### src/hdl/lsw_pkg.sv
// ----------------------------------------------------------------------------
// lsw_pkg
// Shared types and constants of the lap stopwatch with split hold.
// ----------------------------------------------------------------------------
`default_nettype none

package lsw_pkg;

    localparam int TIME_BITS_DEF = 32;

    localparam int CFG_W      = 16;
    localparam int CFG_IDX_W  = 1;
    localparam int DT_W       = 16;
    localparam int OP_W       = 2;
    localparam int DEN_W      = 17;
    localparam int MIN_W      = 7;
    localparam int SEC_W      = 6;
    localparam int HUN_W      = 7;

    localparam logic [CFG_IDX_W-1:0] CFG_HOLD_MS    = 1'd0;
    localparam logic [CFG_IDX_W-1:0] CFG_BLINK_HALF = 1'd1;

    localparam logic [CFG_W-1:0] HOLD_MS_RESET    = 16'd4200;
    localparam logic [CFG_W-1:0] BLINK_HALF_RESET = 16'd250;

    localparam logic [OP_W-1:0] OP_TICK  = 2'd0;
    localparam logic [OP_W-1:0] OP_START = 2'd1;
    localparam logic [OP_W-1:0] OP_LAP   = 2'd2;
    localparam logic [OP_W-1:0] OP_STOP  = 2'd3;

    localparam logic [DEN_W-1:0] DIV_CENTI  = 17'd10;
    localparam logic [DEN_W-1:0] DIV_HUND   = 17'd100;
    localparam logic [DEN_W-1:0] DIV_SEC    = 17'd60;
    localparam int               ROUND_MS   = 5;
    localparam logic [MIN_W-1:0] MINUTE_CAP = 7'd99;

    typedef enum logic [2:0] {
        JOB_RACE_CS,
        JOB_RACE_HUN,
        JOB_RACE_MIN,
        JOB_LAP_CS,
        JOB_LAP_HUN,
        JOB_LAP_MIN,
        JOB_BLINK
    } job_t;

    typedef struct packed {
        logic update;
        logic div_start;
        logic capture;
        logic out_load;
        job_t job;
    } lsw_cmd_t;

    typedef struct packed {
        logic div_done;
    } lsw_sts_t;

endpackage

`default_nettype wire

### src/hdl/lsw_div.sv
// ----------------------------------------------------------------------------
// lsw_div
// Restoring divider that retires four quotient bits per clock cycle.
// ----------------------------------------------------------------------------
`default_nettype none

module lsw_div #(
    parameter int DW = 33
) (
    input  wire logic                           clk,
    input  wire logic                           rst_n,
    input  wire logic                           start,
    input  wire logic [DW-1:0]                  dividend,
    input  wire logic [lsw_pkg::DEN_W-1:0]      divisor,
    output logic      [DW-1:0]                  quotient,
    output logic      [lsw_pkg::DEN_W-1:0]      remainder,
    output logic                                done
);

    localparam int STEPS = 4;
    localparam int DP    = ((DW + STEPS - 1) / STEPS) * STEPS;
    localparam int ITER  = DP / STEPS;
    localparam int CW    = $clog2(ITER + 1);
    localparam int RW    = lsw_pkg::DEN_W;

    logic [DP-1:0] sh_reg,  sh_next;
    logic [RW-1:0] rem_reg, rem_next;
    logic [RW-1:0] den_reg;
    logic [CW-1:0] cnt_reg;
    logic          done_reg;

    always_comb
    begin
        logic [RW:0] trial;
        sh_next  = sh_reg;
        rem_next = rem_reg;
        for (int k = 0; k < STEPS; k++)
        begin
            trial   = {rem_next, sh_next[DP-1]};
            sh_next = {sh_next[DP-2:0], 1'b0};
            if (trial >= {1'b0, den_reg})
            begin
                rem_next   = RW'(trial - {1'b0, den_reg});
                sh_next[0] = 1'b1;
            end
            else
            begin
                rem_next = trial[RW-1:0];
            end
        end
    end

    always_ff @(posedge clk or negedge rst_n)
    begin
        if (!rst_n)
        begin
            cnt_reg  <= '0;
            done_reg <= 1'b0;
        end
        else
        begin
            done_reg <= 1'b0;
            if (start)
            begin
                cnt_reg <= CW'(ITER);
            end
            else if (cnt_reg != '0)
            begin
                cnt_reg <= cnt_reg - CW'(1);
                if (cnt_reg == CW'(1))
                begin
                    done_reg <= 1'b1;
                end
            end
        end
    end

    always_ff @(posedge clk)
    begin
        if (start)
        begin
            sh_reg  <= DP'(dividend);
            rem_reg <= '0;
            den_reg <= divisor;
        end
        else if (cnt_reg != '0)
        begin
            sh_reg  <= sh_next;
            rem_reg <= rem_next;
        end
    end

    assign quotient  = sh_reg[DW-1:0];
    assign remainder = rem_reg;
    assign done      = done_reg;

endmodule

`default_nettype wire

### src/hdl/lsw_ctrl.sv
// ----------------------------------------------------------------------------
// lsw_ctrl
// Sequencer of the stopwatch: event update, seven divider jobs, delivery.
// ----------------------------------------------------------------------------
`default_nettype none

module lsw_ctrl (
    input  wire logic                clk,
    input  wire logic                rst_n,
    input  wire logic                in_valid,
    output logic                     in_stall,
    output logic                     out_valid,
    input  wire logic                out_stall,
    output lsw_pkg::lsw_cmd_t        cmd,
    input  wire lsw_pkg::lsw_sts_t   sts
);

    typedef enum logic [1:0] {
        ST_IDLE,
        ST_START,
        ST_WAIT,
        ST_DELIVER
    } state_t;

    state_t             state_reg, state_next;
    lsw_pkg::job_t      job_reg,   job_next;
    logic               out_valid_reg, out_valid_next;
    logic               accept;
    logic               load;

    assign accept = in_valid && (state_reg == ST_IDLE);
    assign load   = (state_reg == ST_DELIVER) && (!out_valid_reg || !out_stall);

    always_comb
    begin
        state_next     = state_reg;
        job_next       = job_reg;
        out_valid_next = out_valid_reg;
        if (!out_stall)
        begin
            out_valid_next = 1'b0;
        end
        case (state_reg)
            ST_IDLE:
            begin
                if (accept)
                begin
                    job_next   = lsw_pkg::JOB_RACE_CS;
                    state_next = ST_START;
                end
            end
            ST_START:
            begin
                state_next = ST_WAIT;
            end
            ST_WAIT:
            begin
                if (sts.div_done)
                begin
                    case (job_reg)
                        lsw_pkg::JOB_RACE_CS:  job_next = lsw_pkg::JOB_RACE_HUN;
                        lsw_pkg::JOB_RACE_HUN: job_next = lsw_pkg::JOB_RACE_MIN;
                        lsw_pkg::JOB_RACE_MIN: job_next = lsw_pkg::JOB_LAP_CS;
                        lsw_pkg::JOB_LAP_CS:   job_next = lsw_pkg::JOB_LAP_HUN;
                        lsw_pkg::JOB_LAP_HUN:  job_next = lsw_pkg::JOB_LAP_MIN;
                        lsw_pkg::JOB_LAP_MIN:  job_next = lsw_pkg::JOB_BLINK;
                        default:               job_next = lsw_pkg::JOB_BLINK;
                    endcase
                    state_next = (job_reg == lsw_pkg::JOB_BLINK) ? ST_DELIVER : ST_START;
                end
            end
            ST_DELIVER:
            begin
                if (load)
                begin
                    out_valid_next = 1'b1;
                    state_next     = ST_IDLE;
                end
            end
            default:
            begin
                state_next = ST_IDLE;
            end
        endcase
    end

    always_ff @(posedge clk or negedge rst_n)
    begin
        if (!rst_n)
        begin
            state_reg     <= ST_IDLE;
            job_reg       <= lsw_pkg::JOB_RACE_CS;
            out_valid_reg <= 1'b0;
        end
        else
        begin
            state_reg     <= state_next;
            job_reg       <= job_next;
            out_valid_reg <= out_valid_next;
        end
    end

    assign in_stall      = (state_reg != ST_IDLE);
    assign out_valid     = out_valid_reg;
    assign cmd.update    = accept;
    assign cmd.div_start = (state_reg == ST_START);
    assign cmd.capture   = (state_reg == ST_WAIT) && sts.div_done;
    assign cmd.out_load  = load;
    assign cmd.job       = job_reg;

endmodule

`default_nettype wire

### src/hdl/lsw_dp.sv
// ----------------------------------------------------------------------------
// lsw_dp
// Stopwatch datapath: clocks, split hold, configuration, digit split, result.
// ----------------------------------------------------------------------------
`default_nettype none

module lsw_dp #(
    parameter int TIME_BITS = lsw_pkg::TIME_BITS_DEF
) (
    input  wire logic                              clk,
    input  wire logic                              rst_n,
    input  wire lsw_pkg::lsw_cmd_t                 cmd,
    output lsw_pkg::lsw_sts_t                      sts,
    input  wire logic                              cfg_we,
    input  wire logic [lsw_pkg::CFG_IDX_W-1:0]     cfg_index,
    input  wire logic [lsw_pkg::CFG_W-1:0]         cfg_data,
    input  wire logic [lsw_pkg::OP_W-1:0]          opcode,
    input  wire logic [lsw_pkg::DT_W-1:0]          dt_ms,
    output logic      [lsw_pkg::MIN_W-1:0]         race_minutes,
    output logic      [lsw_pkg::SEC_W-1:0]         race_seconds,
    output logic      [lsw_pkg::HUN_W-1:0]         race_hundredths,
    output logic      [lsw_pkg::MIN_W-1:0]         lap_minutes,
    output logic      [lsw_pkg::SEC_W-1:0]         lap_seconds,
    output logic      [lsw_pkg::HUN_W-1:0]         lap_hundredths,
    output logic                                   lap_held,
    output logic                                   lap_bright,
    output logic                                   is_running
);

    localparam int TB = TIME_BITS;
    localparam int DW = TIME_BITS + 1;
    localparam int DT = lsw_pkg::DT_W;

    logic [TB-1:0] race_reg,  race_next;
    logic [TB-1:0] lap_reg,   lap_next;
    logic [TB-1:0] split_reg, split_next;
    logic          split_valid_reg, split_valid_next;
    logic [DT-1:0] hold_rem_reg, hold_rem_next;
    logic [TB-1:0] blink_reg, blink_next;
    logic          run_reg,   run_next;
    logic [lsw_pkg::CFG_W-1:0] hold_ms_reg;
    logic [lsw_pkg::CFG_W-1:0] blink_half_reg;

    logic [DW-1:0] race_sum, lap_sum, blink_sum;
    logic [TB-1:0] race_sat, lap_sat, blink_sat;
    logic          held;
    logic [TB-1:0] shown;

    logic [DW-1:0]                 div_dividend;
    logic [lsw_pkg::DEN_W-1:0]     div_divisor;
    logic [DW-1:0]                 div_quo;
    logic [lsw_pkg::DEN_W-1:0]     div_rem;
    logic                          div_done;
    logic [lsw_pkg::MIN_W-1:0]     min_capped;

    logic [lsw_pkg::MIN_W-1:0] w_race_min_reg, w_lap_min_reg;
    logic [lsw_pkg::SEC_W-1:0] w_race_sec_reg, w_lap_sec_reg;
    logic [lsw_pkg::HUN_W-1:0] w_race_hun_reg, w_lap_hun_reg;
    logic                      w_bright_reg;

    logic [lsw_pkg::MIN_W-1:0] o_race_min_reg, o_lap_min_reg;
    logic [lsw_pkg::SEC_W-1:0] o_race_sec_reg, o_lap_sec_reg;
    logic [lsw_pkg::HUN_W-1:0] o_race_hun_reg, o_lap_hun_reg;
    logic                      o_held_reg, o_bright_reg, o_run_reg;

    assign race_sum  = {1'b0, race_reg}  + DW'(dt_ms);
    assign lap_sum   = {1'b0, lap_reg}   + DW'(dt_ms);
    assign blink_sum = {1'b0, blink_reg} + DW'(dt_ms);
    assign race_sat  = race_sum[TB]  ? '1 : race_sum[TB-1:0];
    assign lap_sat   = lap_sum[TB]   ? '1 : lap_sum[TB-1:0];
    assign blink_sat = blink_sum[TB] ? '1 : blink_sum[TB-1:0];

    always_comb
    begin
        race_next        = race_reg;
        lap_next         = lap_reg;
        split_next       = split_reg;
        split_valid_next = split_valid_reg;
        hold_rem_next    = hold_rem_reg;
        blink_next       = blink_reg;
        run_next         = run_reg;
        case (opcode)
            lsw_pkg::OP_TICK:
            begin
                if (hold_rem_reg != '0)
                begin
                    if (dt_ms >= hold_rem_reg)
                    begin
                        hold_rem_next    = '0;
                        split_valid_next = 1'b0;
                        blink_next       = '0;
                    end
                    else
                    begin
                        hold_rem_next = hold_rem_reg - dt_ms;
                        blink_next    = blink_sat;
                    end
                end
                if (run_reg)
                begin
                    race_next = race_sat;
                    lap_next  = lap_sat;
                end
            end
            lsw_pkg::OP_START:
            begin
                race_next        = '0;
                lap_next         = '0;
                split_next       = '0;
                split_valid_next = 1'b0;
                hold_rem_next    = '0;
                blink_next       = '0;
                run_next         = 1'b1;
            end
            lsw_pkg::OP_LAP:
            begin
                if (run_reg)
                begin
                    split_next       = lap_reg;
                    split_valid_next = 1'b1;
                    hold_rem_next    = hold_ms_reg;
                    blink_next       = '0;
                    lap_next         = '0;
                end
            end
            default:
            begin
                run_next = 1'b0;
            end
        endcase
    end

    always_ff @(posedge clk or negedge rst_n)
    begin
        if (!rst_n)
        begin
            race_reg        <= '0;
            lap_reg         <= '0;
            split_reg       <= '0;
            split_valid_reg <= 1'b0;
            hold_rem_reg    <= '0;
            blink_reg       <= '0;
            run_reg         <= 1'b0;
            hold_ms_reg     <= lsw_pkg::HOLD_MS_RESET;
            blink_half_reg  <= lsw_pkg::BLINK_HALF_RESET;
        end
        else
        begin
            if (cmd.update)
            begin
                race_reg        <= race_next;
                lap_reg         <= lap_next;
                split_reg       <= split_next;
                split_valid_reg <= split_valid_next;
                hold_rem_reg    <= hold_rem_next;
                blink_reg       <= blink_next;
                run_reg         <= run_next;
            end
            if (cfg_we)
            begin
                case (cfg_index)
                    lsw_pkg::CFG_HOLD_MS:    hold_ms_reg    <= cfg_data;
                    lsw_pkg::CFG_BLINK_HALF: blink_half_reg <= cfg_data;
                    default:                 hold_ms_reg    <= hold_ms_reg;
                endcase
            end
        end
    end

    assign held  = (hold_rem_reg != '0) && split_valid_reg;
    assign shown = held ? split_reg : lap_reg;

    always_comb
    begin
        case (cmd.job)
            lsw_pkg::JOB_RACE_CS:
            begin
                div_dividend = {1'b0, race_reg} + DW'(lsw_pkg::ROUND_MS);
                div_divisor  = lsw_pkg::DIV_CENTI;
            end
            lsw_pkg::JOB_LAP_CS:
            begin
                div_dividend = {1'b0, shown} + DW'(lsw_pkg::ROUND_MS);
                div_divisor  = lsw_pkg::DIV_CENTI;
            end
            lsw_pkg::JOB_RACE_HUN, lsw_pkg::JOB_LAP_HUN:
            begin
                div_dividend = div_quo;
                div_divisor  = lsw_pkg::DIV_HUND;
            end
            lsw_pkg::JOB_RACE_MIN, lsw_pkg::JOB_LAP_MIN:
            begin
                div_dividend = div_quo;
                div_divisor  = lsw_pkg::DIV_SEC;
            end
            default:
            begin
                div_dividend = {1'b0, blink_reg};
                div_divisor  = {blink_half_reg, 1'b0};
            end
        endcase
    end

    lsw_div #(
        .DW (DW)
    ) u_div (
        .clk       (clk),
        .rst_n     (rst_n),
        .start     (cmd.div_start),
        .dividend  (div_dividend),
        .divisor   (div_divisor),
        .quotient  (div_quo),
        .remainder (div_rem),
        .done      (div_done)
    );

    assign sts.div_done = div_done;
    assign min_capped   = (div_quo > DW'(lsw_pkg::MINUTE_CAP))
                          ? lsw_pkg::MINUTE_CAP : div_quo[lsw_pkg::MIN_W-1:0];

    always_ff @(posedge clk)
    begin
        if (cmd.capture)
        begin
            case (cmd.job)
                lsw_pkg::JOB_RACE_HUN:
                begin
                    w_race_hun_reg <= div_rem[lsw_pkg::HUN_W-1:0];
                end
                lsw_pkg::JOB_RACE_MIN:
                begin
                    w_race_sec_reg <= div_rem[lsw_pkg::SEC_W-1:0];
                    w_race_min_reg <= min_capped;
                end
                lsw_pkg::JOB_LAP_HUN:
                begin
                    w_lap_hun_reg <= div_rem[lsw_pkg::HUN_W-1:0];
                end
                lsw_pkg::JOB_LAP_MIN:
                begin
                    w_lap_sec_reg <= div_rem[lsw_pkg::SEC_W-1:0];
                    w_lap_min_reg <= min_capped;
                end
                lsw_pkg::JOB_BLINK:
                begin
                    w_bright_reg <= !held || (blink_half_reg == '0)
                                    || (div_rem < {1'b0, blink_half_reg});
                end
                default:
                begin
                    w_bright_reg <= w_bright_reg;
                end
            endcase
        end
        if (cmd.out_load)
        begin
            o_race_min_reg <= w_race_min_reg;
            o_race_sec_reg <= w_race_sec_reg;
            o_race_hun_reg <= w_race_hun_reg;
            o_lap_min_reg  <= w_lap_min_reg;
            o_lap_sec_reg  <= w_lap_sec_reg;
            o_lap_hun_reg  <= w_lap_hun_reg;
            o_held_reg     <= held;
            o_bright_reg   <= w_bright_reg;
            o_run_reg      <= run_reg;
        end
    end

    assign race_minutes    = o_race_min_reg;
    assign race_seconds    = o_race_sec_reg;
    assign race_hundredths = o_race_hun_reg;
    assign lap_minutes     = o_lap_min_reg;
    assign lap_seconds     = o_lap_sec_reg;
    assign lap_hundredths  = o_lap_hun_reg;
    assign lap_held        = o_held_reg;
    assign lap_bright      = o_bright_reg;
    assign is_running      = o_run_reg;

endmodule

`default_nettype wire

### src/hdl/lap_stopwatch_with_split_hold_top.sv
// ----------------------------------------------------------------------------
// lap_stopwatch_with_split_hold_top
// Race stopwatch with a lap clock and a blinking held lap split.
//
//   Channel  Direction  Handshake            Payload
//   in       sink       in_valid/in_stall    opcode, dt_ms
//   out      source     out_valid/out_stall  race and lap time digits, flags
//   cfg      sink       cfg_we               cfg_index, cfg_data
//
// A request is accepted in the idle step; the shared divider then serves seven jobs
// in turn, four bits a cycle, and the result is loaded in the deliver step.
// One request is in work at a time; the next is taken while a result waits, and its
// own result then waits in the deliver step until the waiting one is taken.
// Reset is asynchronous and active low and restores the power-up registers.
// ----------------------------------------------------------------------------
`default_nettype none

module lap_stopwatch_with_split_hold_top #(
    parameter int TIME_BITS = lsw_pkg::TIME_BITS_DEF
) (
    input  wire logic                              clk,
    input  wire logic                              rst_n,
    input  wire logic                              cfg_we,
    input  wire logic [lsw_pkg::CFG_IDX_W-1:0]     cfg_index,
    input  wire logic [lsw_pkg::CFG_W-1:0]         cfg_data,
    input  wire logic                              in_valid,
    output logic                                   in_stall,
    input  wire logic [lsw_pkg::OP_W-1:0]          opcode,
    input  wire logic [lsw_pkg::DT_W-1:0]          dt_ms,
    output logic                                   out_valid,
    input  wire logic                              out_stall,
    output logic      [lsw_pkg::MIN_W-1:0]         race_minutes,
    output logic      [lsw_pkg::SEC_W-1:0]         race_seconds,
    output logic      [lsw_pkg::HUN_W-1:0]         race_hundredths,
    output logic      [lsw_pkg::MIN_W-1:0]         lap_minutes,
    output logic      [lsw_pkg::SEC_W-1:0]         lap_seconds,
    output logic      [lsw_pkg::HUN_W-1:0]         lap_hundredths,
    output logic                                   lap_held,
    output logic                                   lap_bright,
    output logic                                   is_running
);

    lsw_pkg::lsw_cmd_t cmd;
    lsw_pkg::lsw_sts_t sts;

    lsw_ctrl u_ctrl (
        .clk       (clk),
        .rst_n     (rst_n),
        .in_valid  (in_valid),
        .in_stall  (in_stall),
        .out_valid (out_valid),
        .out_stall (out_stall),
        .cmd       (cmd),
        .sts       (sts)
    );

    lsw_dp #(
        .TIME_BITS (TIME_BITS)
    ) u_dp (
        .clk             (clk),
        .rst_n           (rst_n),
        .cmd             (cmd),
        .sts             (sts),
        .cfg_we          (cfg_we),
        .cfg_index       (cfg_index),
        .cfg_data        (cfg_data),
        .opcode          (opcode),
        .dt_ms           (dt_ms),
        .race_minutes    (race_minutes),
        .race_seconds    (race_seconds),
        .race_hundredths (race_hundredths),
        .lap_minutes     (lap_minutes),
        .lap_seconds     (lap_seconds),
        .lap_hundredths  (lap_hundredths),
        .lap_held        (lap_held),
        .lap_bright      (lap_bright),
        .is_running      (is_running)
    );

endmodule

`default_nettype wire

### config.mk
export PLATFORM = sky130hd
export DESIGN_NAME = lap_stopwatch_with_split_hold_top
export DESIGN_NICKNAME = d
export VERILOG_FILES = /design/src/hdl/lsw_pkg.sv /design/src/hdl/lsw_div.sv /design/src/hdl/lsw_ctrl.sv /design/src/hdl/lsw_dp.sv /design/src/hdl/lap_stopwatch_with_split_hold_top.sv
export SDC_FILE = /design/constraint.sdc
export NUM_CORES = 1
export LEC_CHECK = 0
export ABC_AREA = 1
export BUFFER_PORTS_ARGS = -buffer_cell sky130_fd_sc_hd__buf_2
export CAP_MARGIN = 20
export CORE_ASPECT_RATIO = 0.9
export CORE_MARGIN = 2
export CORE_UTILIZATION = 50
export DETAILED_ROUTE_END_ITERATION = 6
export HOLD_SLACK_MARGIN = 0.08
export PLACE_DENSITY = 0.71
export SLEW_MARGIN = 10
export SYNTH_ARGS = -nofsm -noshare
export SYNTH_HDL_FRONTEND = slang
export SYNTH_HIERARCHICAL = 1
export SYNTH_SLANG_ARGS = --single-unit
### constraint.sdc
create_clock -name clk -period 9.9 [get_ports clk]
set_input_delay 1.98 -clock clk [delete_from_list [all_inputs] [get_ports clk]]
set_output_delay 1.98 -clock clk [all_outputs]
set_load 0.05 [all_outputs]
======== Yosys cells after proc, flatten, opt, wreduce, memory -nomap -nowiden ========
Index checks and enable logic that the tools add are counted.
storage, ports and cells
  register bits after elaboration ......... 343
  input bits .............................. 40
  output and inout bits ................... 45
  word-level logic and storage cells ...... 170
cells by class
  add/subtract/negate cells ............... 11
  $lt $le $gt $ge ......................... 7
  eq/ne operators ......................... 20
  muxes and demuxes ....................... 53
  bitwise gates (word level) .............. 2
  reductions and logical operators ........ 43
operator list
  operator               count
  $mux 32                10
  $pmux 32 s3            2
  $pmux 32 s2            2
  $add 32x16->33         3
  $pmux 33 s3            1
  $ge 18x17->1           4
  $mux 17                4
  $sub 17x17->17         4
  $add 32x3->33 const B  2
  $mux 33                2
  $pmux 17 s3            1
  $mux 16                3
  $pmux 16 s3            1
  $gt 33x7->1 const B    1
  $reduce_and 2->1       9
  $lt 17x16->1           1
  $ge 16x16->1           1
  $logic_not 16->1       1
  $reduce_bool 16->1     1
  $sub 16x16->16         1
  $pmux 3 s5             1
  $ne 2x1->1 const B     7
  $mux 1                 13
  $reduce_and 3->1       4
  other kinds (29)       57

======== Depth between registers and ports, before layout ========
  depth in word-level cells ............... 10
  depth in mapped cells ................... 62

======== By module ========
Netlist, hierarchy kept.
modules (own cells, without submodules)
  module    instances  cells an instance  area each (um^2)  seq. area each (um^2)
  lsw_dp    1          2,204              16,908.7          6,989.2
  lsw_div   1          1,138              7,694.9           2,026.9
  lsw_ctrl  1          51                 362.8             150.1

======== Worst setup path before layout ========
OpenSTA, ideal clock, no wires.
  path type ............................... register -> register
  from .................................... register u_dp.u_div.den_reg[13]
  to ...................................... register u_dp.u_div.sh_reg[0], data pin
  setup time .............................. 0.269 ns
  arrival ................................. 7.179 ns
  data required time ...................... 9.631 ns
  path slack .............................. 2.452 ns
  cell stages (with the launch flop) ...... 50
  cell sequence ........................... edfxtp_1 -> inv_1 -> ha_1 -> a21oi_1 -> a21oi_1 -> nor2_1 -> nand4_4 -> buf_2 -> buf_4 -> o21ai_0 -> inv_1 -> ha_1 -> a21oi_1 -> nand3_1 -> nand2_1 -> nand2_1 -> nand2_1 -> nand2_1 -> [... 14 more ...] -> inv_1 -> nand3_4 -> buf_4 -> nand2_1 -> nand2_1 -> fa_1 -> nand3_1 -> nand2_1 -> a21boi_1 -> o21ai_0 -> nand2_1 -> nand2_1 -> a31o_2 -> a21oi_2 -> inv_1 -> nor2_4 -> buf_4 -> a31oi_1
between the ends
  longest elaborated chain between the ends .. 10
ends and longest elaborated chain
  what                                            line                          text
  start, declared                                 lsw_div.sv:28                 logic [RW-1:0] den_reg;
  start signal, assigned                          lsw_div.sv:84                 den_reg <= divisor;
  $sub 17x17->17 or $ge 18x17->1 (tied branches)  lsw_div.sv:43, lsw_div.sv:41
  $mux 17                                         lsw_div.sv:41                 if (trial >= {1'b0, den_reg})
  $sub 17x17->17 or $ge 18x17->1 (tied branches)  lsw_div.sv:43, lsw_div.sv:41
  $mux 17                                         lsw_div.sv:41
  $sub 17x17->17 or $ge 18x17->1 (tied branches)  lsw_div.sv:43, lsw_div.sv:41
  $mux 17                                         lsw_div.sv:41
  $ge 18x17->1 *                                  lsw_div.sv:41
  $mux 1 *                                        lsw_div.sv:41
  $mux 33 *                                       lsw_div.sv:86                 else if (cnt_reg != '0)
  $mux 33 *                                       lsw_div.sv:80                 if (start)
  end signal, assigned                            lsw_div.sv:82                 sh_reg <= DP'(dividend);
  end signal, assigned                            lsw_div.sv:88                 sh_reg <= sh_next;
  end, declared                                   lsw_div.sv:26                 logic [DP-1:0] sh_reg, sh_next;
Every way passes the cells marked *; elsewhere a longest branch is shown, timed or not. The select of a mux whose other input is x is not followed.
A chain may end at the register's enable or synchronous reset.

======== Worst setup path in the final report ========
Ends and elaborated chain as after synthesis.

==> run metrics <==
worst hold path class=flop to flop; RSZ-0062 raised after global routing=false; via count=22700; highest cell delay on the worst timing path=roughly 460 ps; slew margin rel.=0.310; Yosys reg bits=343; setup slack, reg-to-reg=1080 ps; DR DRC count=0; H-tree depth=2; Vias/cell=5.51; Synth Flop Type=dfrtp_1; Req. time, crit path=10190 ps; synth warn=6; Synth Instances=approximately 3400; Hold Violations, Final=0; IO buf count=84; core area=slightly below 50000 sq um; Fmax=0.113 GHz; syn_nets=3596; share of layout cells above drive strength 1=0.0883; routed wire length=70.7 mm; Layout Nets=3616; hold depth=0; hold wc startpoint=u_dp/w_race_min_reg[5]; first-pass GRT wire length=112 mm; Post-Route Skew=just over 20 ps; asr flop ratio synth=0.551; most frequent CP cell=nand2_1; CTS Hold Buffers Added=0; classification of the worst setup path=flop to flop; Critical Path AT=9100 ps; diodes inserted=0; Initial Util=0.507; fin crit period=8820 ps; Fillers=4699; Site Rows=77; die area=51700 sq um; Die H=roughly 220 um; antenna-violating nets left=0; hold_ws=between 400 and 500 ps; initial antenna violation count=2; count of distinct cell types in the synthesized netlist=between 60 and 70; synth-to-layout area growth=7.95%; Post-synth EDFFs=134; Clock Pin Slew Worst Setup and Hold Paths=60 ps; Slew @ Worst Pin=1040 ps; WL/cell=17.2 um; crit-path max FO=25; CP max-delay cell=a21oi_4; max reg flops=36; Clock Tree Root=clkbuf_16; Post-Synthesis Cell Area=25000 sq um; startpoint types=flop; dpl hpwl=52.7 mm; share of the yosys chip area belonging to registers=0.367; Inserted Clock Buffers=38; DRT Pass-1 Iters=6; # IOs=between 80 and 90; largest net degree at the start of global routing=122; GRT Util Overall=0.274; DRT iter0 DRCs=2362; worst r2r path cells=47; WHS Endpoint=u_dp/race_minutes[5]; GPL Wtd Cong=1.01; CTS tree=yes; Post-CTS Resized=0; Worst R2R End=u_dp/u_div/sh_reg[0]; Tcrit/Tclk final=0.890; clock latency on the worst-skew pair=570 ps; postcts setup bufs=0; GR Overflow Total=0; vias in the first global route=about 20000; max-slew violations=0; Worst Setup End Kind=flop; Max-Cap Viols=0; RR Startpoint=u_dp/u_div/den_reg[13]; # clock sinks=343; clk buf depth=3; syn avg cell area=7.36 sq um; Final TNS setup=0 ps; status=completed; Die X=240 um; Setup violations, final=0
[worst max path at each step]
| stage | to | start | cells past startpoint |
|---|---|---|---|
| global route | u_dp/u_div/remainder[1] | u_dp/u_div/den_reg[13] | 48 |
| finish | u_dp/u_div/sh_reg[0] | u_dp/u_div/den_reg[13] | 47 |
| global placement | u_dp/u_div/sh_reg[0] | u_dp/u_div/den_reg[13] | 47 |
| floorplan | u_dp/u_div/sh_reg[0] | u_dp/u_div/den_reg[13] | 49 |
| CTS | u_dp/u_div/sh_reg[0] | u_dp/u_div/den_reg[13] | 45 |
| detailed placement | u_dp/u_div/sh_reg[0] | u_dp/u_div/den_reg[13] | 45 |
[worst max-delay path: cells and delay by family (launching register included)]
family | cells | cell delay, ps
AO/OA/AOI/OAI | 13 | 2800
adder cells (fa/ha/maj) | 4 | 1240
buffers and inverters | 6 | 820
flip-flops | 1 | 350
AND/OR/NAND/NOR | 24 | 3280
[cells in the mapped netlist (all sizes together), types with 14 or more instances]
master,n,area [sq um]
nand3,302,1650
nor4,17,106
nor2,240,1040
nor3,45,235
o21ai,267,1350
clkbuf,47,178
dfxtp,20,400
edfxtp,134,4020
or2,14,87.6
o22ai,39,244
a21oi,181,947
nand4,21,146
o21bai,16,120
nand2,994,3800
a22oi,18,135
xnor2,36,315
inv,426,1600
dfrtp,179,4480
buf,78,568
xor2,73,639
ha,155,1940
[per-layer routing]
| layer | GRT usage | up-vias | share of wire |
|---|---|---|---|
| met3 | 0.0582 | 118 | 0.099 |
| met4 | 0.0838 | 0 | 0.027 |
| met5 | 0 | - | 0 |
| met2 | 0.379 | 949 | 0.40 |
| met1 | 0.422 | 10400 | 0.47 |
| li1 | - | 11200 | - |
[per-stage QoR]
stage	setup WS [ps]	area [sq um]	util	cells
global route	225	27000	0.547	4114
finish	1080	27000	0.547	4114
detailed placement	1300	25600	0.521	4040
CTS	1280	26900	0.546	4110
global placement	1440	25600	0.521	4040
floorplan	2450	25000	-	3393
[area by class of cell]
cell class	instances	area [sq um]	share of cell area
Clock buffer	52	1060	0.0395
Multi-Input combinational cell	2497	13500	0.500
Inverter	428	1610	0.0596
Sequential cell	343	9170	0.340
Tap cell	671	840	0.0311
Timing Repair Buffer	105	608	0.0226
Clock inverter	18	190	0.00706
[placed cells by master, fill, tap and decap left out, types with 7 or more instances in the layout]
| cell type | count |
|---|---|
| nor2_2 | 32 |
| dfstp_2 | 10 |
| a21o_1 | 12 |
| dfxtp_1 | 20 |
| a21oi_1 | 173 |
| dfrtp_1 | 179 |
| clkbuf_16 | 38 |
| nor3_1 | 41 |
| nand2_2 | 22 |
| clkbuf_8 | 7 |
| nand4_1 | 20 |
| a22oi_1 | 18 |
| nor2_4 | 7 |
| nand3_2 | 16 |
| o21ai_1 | 14 |
| inv_1 | 410 |
| xnor2_1 | 36 |
| nand3b_1 | 8 |
| inv_2 | 15 |
| or2_2 | 11 |
| buf_4 | 17 |
| a31oi_1 | 10 |
| o21bai_1 | 16 |
| edfxtp_1 | 134 |
| ha_1 | 155 |
| clkbuf_1 | 8 |
| nor2_1 | 200 |
| buf_2 | 84 |
| o22ai_1 | 39 |
| o21ai_0 | 250 |
| fa_1 | 8 |
| nor4_1 | 17 |
| nand2_1 | 970 |
| xor2_1 | 73 |
| nand3_1 | 281 |
| clkinv_2 | 7 |
[cell families (layout without fill, tap and decap cells)]
kind of cell / after synthesis / count (layout) / share of synthesized area
simple gates: 1646 / 1646 / 0.287
other cells: 1 / 1 / 0.000150
flops: 343 / 343 / 0.367
fa+ha+maj: 163 / 163 / 0.0841
xor+xnor: 109 / 109 / 0.0382
buf+inv: 553 / 603 / 0.0942
compound gates: 578 / 578 / 0.129
Power is left out: the tool's default activity adds up to more than one toggle a clock period on the data nets, which glitch-free logic cannot reach.
